File: config.mk
export PLATFORM = sky130hd
export DESIGN_NAME = kcs_ctrl
export DESIGN_NICKNAME = d
export VERILOG_FILES = /design/src/kcs_pkg.sv /design/src/kcs_ctrl.sv
export SDC_FILE = /design/constraint.sdc
export NUM_CORES = 1
export LEC_CHECK = 0
export BUFFER_PORTS_ARGS = -buffer_cell sky130_fd_sc_hd__buf_2
export CORE_AREA = 2 2 39 41
export CTS_BUF_LIST = sky130_fd_sc_hd__clkbuf_4
export DETAILED_ROUTE_END_ITERATION = 10
export DIE_AREA = 0 0 41 43
export SKIP_CTS_REPAIR_TIMING = 1
export SYNTH_ARGS = -nofsm -noshare
export SYNTH_HDL_FRONTEND = slang
export SYNTH_SLANG_ARGS = --single-unit
File: constraint.sdc
create_clock -name clk -period 1.1 [get_ports clk]
set_clock_uncertainty 0.05 [all_clocks]
set_input_delay 0.165 -clock clk [delete_from_list [all_inputs] [get_ports clk]]
set_output_delay 0.165 -clock clk [all_outputs]
set_load 0.005 [all_outputs]
File: src/kcs_pkg.sv
// Shared types and constants for the keyframe channel sampler.
package kcs_pkg;

  localparam int SAMPLE_DEPTH_DEF = 4096;
  localparam int CHANNELS_DEF     = 1024;

  localparam logic [1:0] OP_WR_SAMPLE = 2'd0;
  localparam logic [1:0] OP_WR_CHAN   = 2'd1;
  localparam logic [1:0] OP_EVAL      = 2'd2;
  localparam logic [1:0] OP_RD_CHAN   = 2'd3;

  localparam logic REG_FPU  = 1'b0;
  localparam logic REG_JCNT = 1'b1;

  localparam logic [23:0] FPU_RESET  = 24'd1966080;
  localparam logic [8:0]  JCNT_RESET = 9'd0;

  typedef struct packed {
    logic load;    // latch the input transaction
    logic swr;     // write the sample store
    logic mul_n;   // new time times frames per unit
    logic mul_p;   // previous time times frames per unit
    logic loc_n;   // register the new position
    logic loc_p;   // register the previous position
    logic rd2;     // second sample read address
    logic cap_a;   // capture the first sample
    logic mul1;    // first product
    logic mul2;    // accumulate and second product
    logic fin;     // write back and load the result register
  } cmd_t;

  typedef struct packed {
    logic [1:0] op;
  } sts_t;

endpackage

File: src/kcs_ctrl.sv
// Controller state machine of the keyframe channel sampler.
module kcs_ctrl (
  input  logic          clk,
  input  logic          rst_n,
  input  logic          in_valid,
  output logic          in_stall,
  output logic          out_valid,
  input  logic          out_stall,
  input  kcs_pkg::sts_t sts,
  output kcs_pkg::cmd_t cmd
);
  import kcs_pkg::*;

  localparam logic [3:0] S_IDLE = 4'd0;
  localparam logic [3:0] S_OPS  = 4'd1;
  localparam logic [3:0] S_E1   = 4'd2;
  localparam logic [3:0] S_E2   = 4'd3;
  localparam logic [3:0] S_E3   = 4'd4;
  localparam logic [3:0] S_E4   = 4'd5;
  localparam logic [3:0] S_E5   = 4'd6;
  localparam logic [3:0] S_E6   = 4'd7;
  localparam logic [3:0] S_WB   = 4'd8;

  logic [3:0] state_r, state_nxt;
  logic       ovld_r, ovld_nxt;
  logic       out_free;

  assign in_stall  = (state_r != S_IDLE);
  assign out_valid = ovld_r;
  assign out_free  = !ovld_r || !out_stall;

  always_comb begin
    state_nxt = state_r;
    cmd       = '0;
    case (state_r)
      S_IDLE: begin
        if (in_valid) begin
          cmd.load  = 1'b1;
          state_nxt = S_OPS;
        end
      end
      S_OPS: begin
        if (sts.op == OP_EVAL) begin
          cmd.mul_n = 1'b1;
          state_nxt = S_E2;
        end else begin
          cmd.swr   = (sts.op == OP_WR_SAMPLE);
          state_nxt = S_WB;
        end
      end
      S_E1: state_nxt = S_E2;
      S_E2: begin
        cmd.loc_n = 1'b1;
        cmd.mul_p = 1'b1;
        state_nxt = S_E3;
      end
      S_E3: begin
        cmd.loc_p = 1'b1;
        state_nxt = S_E4;
      end
      S_E4: begin
        cmd.rd2   = 1'b1;
        cmd.cap_a = 1'b1;
        state_nxt = S_E5;
      end
      S_E5: begin
        cmd.mul1  = 1'b1;
        state_nxt = S_E6;
      end
      S_E6: begin
        cmd.mul2  = 1'b1;
        state_nxt = S_WB;
      end
      S_WB: begin
        if (out_free) begin
          cmd.fin   = 1'b1;
          state_nxt = S_IDLE;
        end
      end
      default: state_nxt = S_IDLE;
    endcase
  end

  always_comb begin
    ovld_nxt = ovld_r;
    if (cmd.fin) begin
      ovld_nxt = 1'b1;
    end else if (ovld_r && !out_stall) begin
      ovld_nxt = 1'b0;
    end
  end

  always_ff @(posedge clk) begin
    if (!rst_n) begin
      state_r <= S_IDLE;
      ovld_r  <= 1'b0;
    end else begin
      state_r <= state_nxt;
      ovld_r  <= ovld_nxt;
    end
  end

endmodule

==> results.md <==
* CTS root buffer: clkbuf_4
* Unrepaired setup endpoints after global routing: true
* FMAX at 729 MHz
* H-tree depth at 1
* Fin. Hold Viols at 0
* DR WL/cell at 11.1 um
* Nets at 84
* WP data arrival at roughly 1200 ps
* Worst-Margin Slew at 226 ps
* Placer congestion estimate at 0.652
* # port buffers at 18
* Io pins at 19
* Max_slew headroom at 84.7%
* Number of global-route vias before repair at 369
* Crit path kind: register to primary output
* CTS tree: built
* Synth Instances at 44
* Final Power at approximately 630 uW
* ANT cells at 0
* Critical Path RT at 880 ps
* Setup violation total in the final timing report at 13
* Layout cells sized above 1 at approximately two thirds
* Worst hold path class: primary input to register
* Worst-Skew Late Latency at around 240 ps
* Tmin final at roughly 1400 ps
* Pre-Repair DR Iteration Count at 2
* Mean area per synthesized cell at just under 8 um2
* Fin util at 46.7%
* Syn_nets at 50
* Max-slew violations at 0
* Synth warn at 0
* Synth-to-Final Area Change at 86.3%
* Startpoint Class: register
* DRC violations left at 0
* Peak supply drop at between 0.3 and 0.4 mV
* Initial cell density of the core at 25.0%
* CTS sink cnt at 5
* HPWL after DPL at about 730 um
* CP Capture Type: primary output
* Worst-path clk slew at about 40 ps
* PD cells at 981 nW/um2
* Violated checks: negative setup slack
* Setup ws final at -272 ps
* Synth cell types at 24
* Gr ovfl total at 0
* Status: complete, but fails checks
* 1st-iter DRT viols at 4
* Routed WL at 1040 um
* Total number of vias at around 420
* Register area share after synthesis at 28.9%
* #FFs+latches synth at 5
* Antenna violations before repair at 0
* Area of the die at 1760 um2
* Largest fanout on the critical path at 5
* Deepest clock path buffer count at 2
* Global-route wire length before repair at 1420 um
* Via/cell ratio at 4.55
* Row cnt at 14
* Period utilization at 125%
* GRT Overall Usage at between 10% and 20%
* LEAKAGE at 0.327 nW
* Core Area at ~1400 um2
* Routed Antenna Nets at 0
* Cts bufs inserted at 3
* Largest net degree at the start of global routing at 8
* Die X at 41 um
* Cell Area, Synth at approximately 350 um2
* Max_cap viols at 0
* DIE HEIGHT at about 43 um
## kinds of logic (layout without fill, tap and decap cells)
group / after synthesis / after routing / synth area share (%)
XOR/XNOR: 1 / 1 / 2.53
AO/OA/AOI/OAI: 7 / 7 / 15.2
AND/OR/NAND/NOR: 26 / 26 / 42.6
buffers and inverters: 5 / 38 / 10.8
flip-flops: 5 / 5 / 28.9
## layer usage
layer	global-route usage, %	share of wire [%]	up-vias
li1	-	-	216
met1	13.2	41	190
met5	0	0	-
met4	8.00	0	0
met3	4.71	8.0	0
met2	18.8	51	17
## metrics by stage
stage / setup slack [ps] / setup TNS, ps / cells / hold slack, ps / cell area (um2)
6_report: -272 / -2380 / 93 / 154 / 646
5_1_grt: -336 / -3260 / 93 / 163 / 646
4_1_cts: -316 / -3050 / 90 / 138 / 557
3_5_place_dp: -50.7 / -127 / 86 / 398 / 527
3_3_place_gp: -40.8 / -67.3 / 86 / 387 / 527
2_1_floorplan: 9.79 / 0 / 44 / 257 / 360
## area by class of cell
cell class,instances,area (um2)
fillers,138,738
multi-input cells,34,258
repair buffers,33,221
flip-flops and latches,5,113
clock buffers,4,30.0
well taps,16,20.0
inverters,1,3.75
## synthesized netlist by cell type (all sizes together)
| cell | n | area share [%] |
|---|---|---|
| nor4 | 1 | 1.8 |
| a21oi | 3 | 4.3 |
| nor3 | 2 | 2.9 |
| buf | 4 | 9.7 |
| inv | 1 | 1.1 |
| nor2b | 2 | 3.6 |
| nand3b | 1 | 2.2 |
| and3 | 1 | 1.8 |
| a21boi | 1 | 2.2 |
| nand3 | 1 | 1.4 |
| o32ai | 1 | 4.7 |
| nor4b | 1 | 2.5 |
| xor2 | 1 | 2.5 |
| nand2b | 4 | 7.2 |
| a221oi | 1 | 2.5 |
| nand2 | 5 | 6.1 |
| or2b | 1 | 2.2 |
| nor3b | 1 | 2.2 |
| dfxtp | 5 | 29 |
| nor2 | 6 | 8.7 |
| o21ai | 1 | 1.4 |
## state kept, by name, summed over array words and instances (netlist names)
register	count
out_valid	1
state_r	4
## power breakdown
group          internal [mW]  leakage, nW  total (mW)  switching [mW]
logic                  0.106        0.265       0.188          0.0821
clock network          0.162       0.0184       0.239          0.0767
registers              0.191       0.0434       0.206          0.0155
## placed cells by master (no fill, tap or decap), drive strengths merged
cell type / synthesis / layout
buf: 4 / 33
nor2: 6 / 6
nand2: 5 / 5
dfxtp: 5 / 5
clkbuf: 0 / 4
nand2b: 4 / 4
a21oi: 3 / 3
nor2b: 2 / 2
nor3: 2 / 2
nand3b: 1 / 1
or2b: 1 / 1
nor4: 1 / 1
nor3b: 1 / 1
nor4b: 1 / 1
and3: 1 / 1
xor2: 1 / 1
o21ai: 1 / 1
inv: 1 / 1
a21boi: 1 / 1
nand3: 1 / 1
o32ai: 1 / 1
a221oi: 1 / 1
## critical path, stage by stage (launching register included)
cell	delay (ps)
dfxtp_2	320
nand2b_4	170
nor4b_1	270
buf_2	160
## worst paths after layout
| kind | from | end | slack, ps | cells past startpoint |
|---|---|---|---|---|
| worst max-delay path | state_r[3] | cmd[9] | -270 | 3 |
| worst min-delay path | out_stall | out_valid | 150 | 3 |
| worst max register to register | state_r[1] | state_r[3] | -70 | 5 |
| worst min register to register | out_valid | out_valid | 460 | 2 |
(Power assumes the default switching activity.)
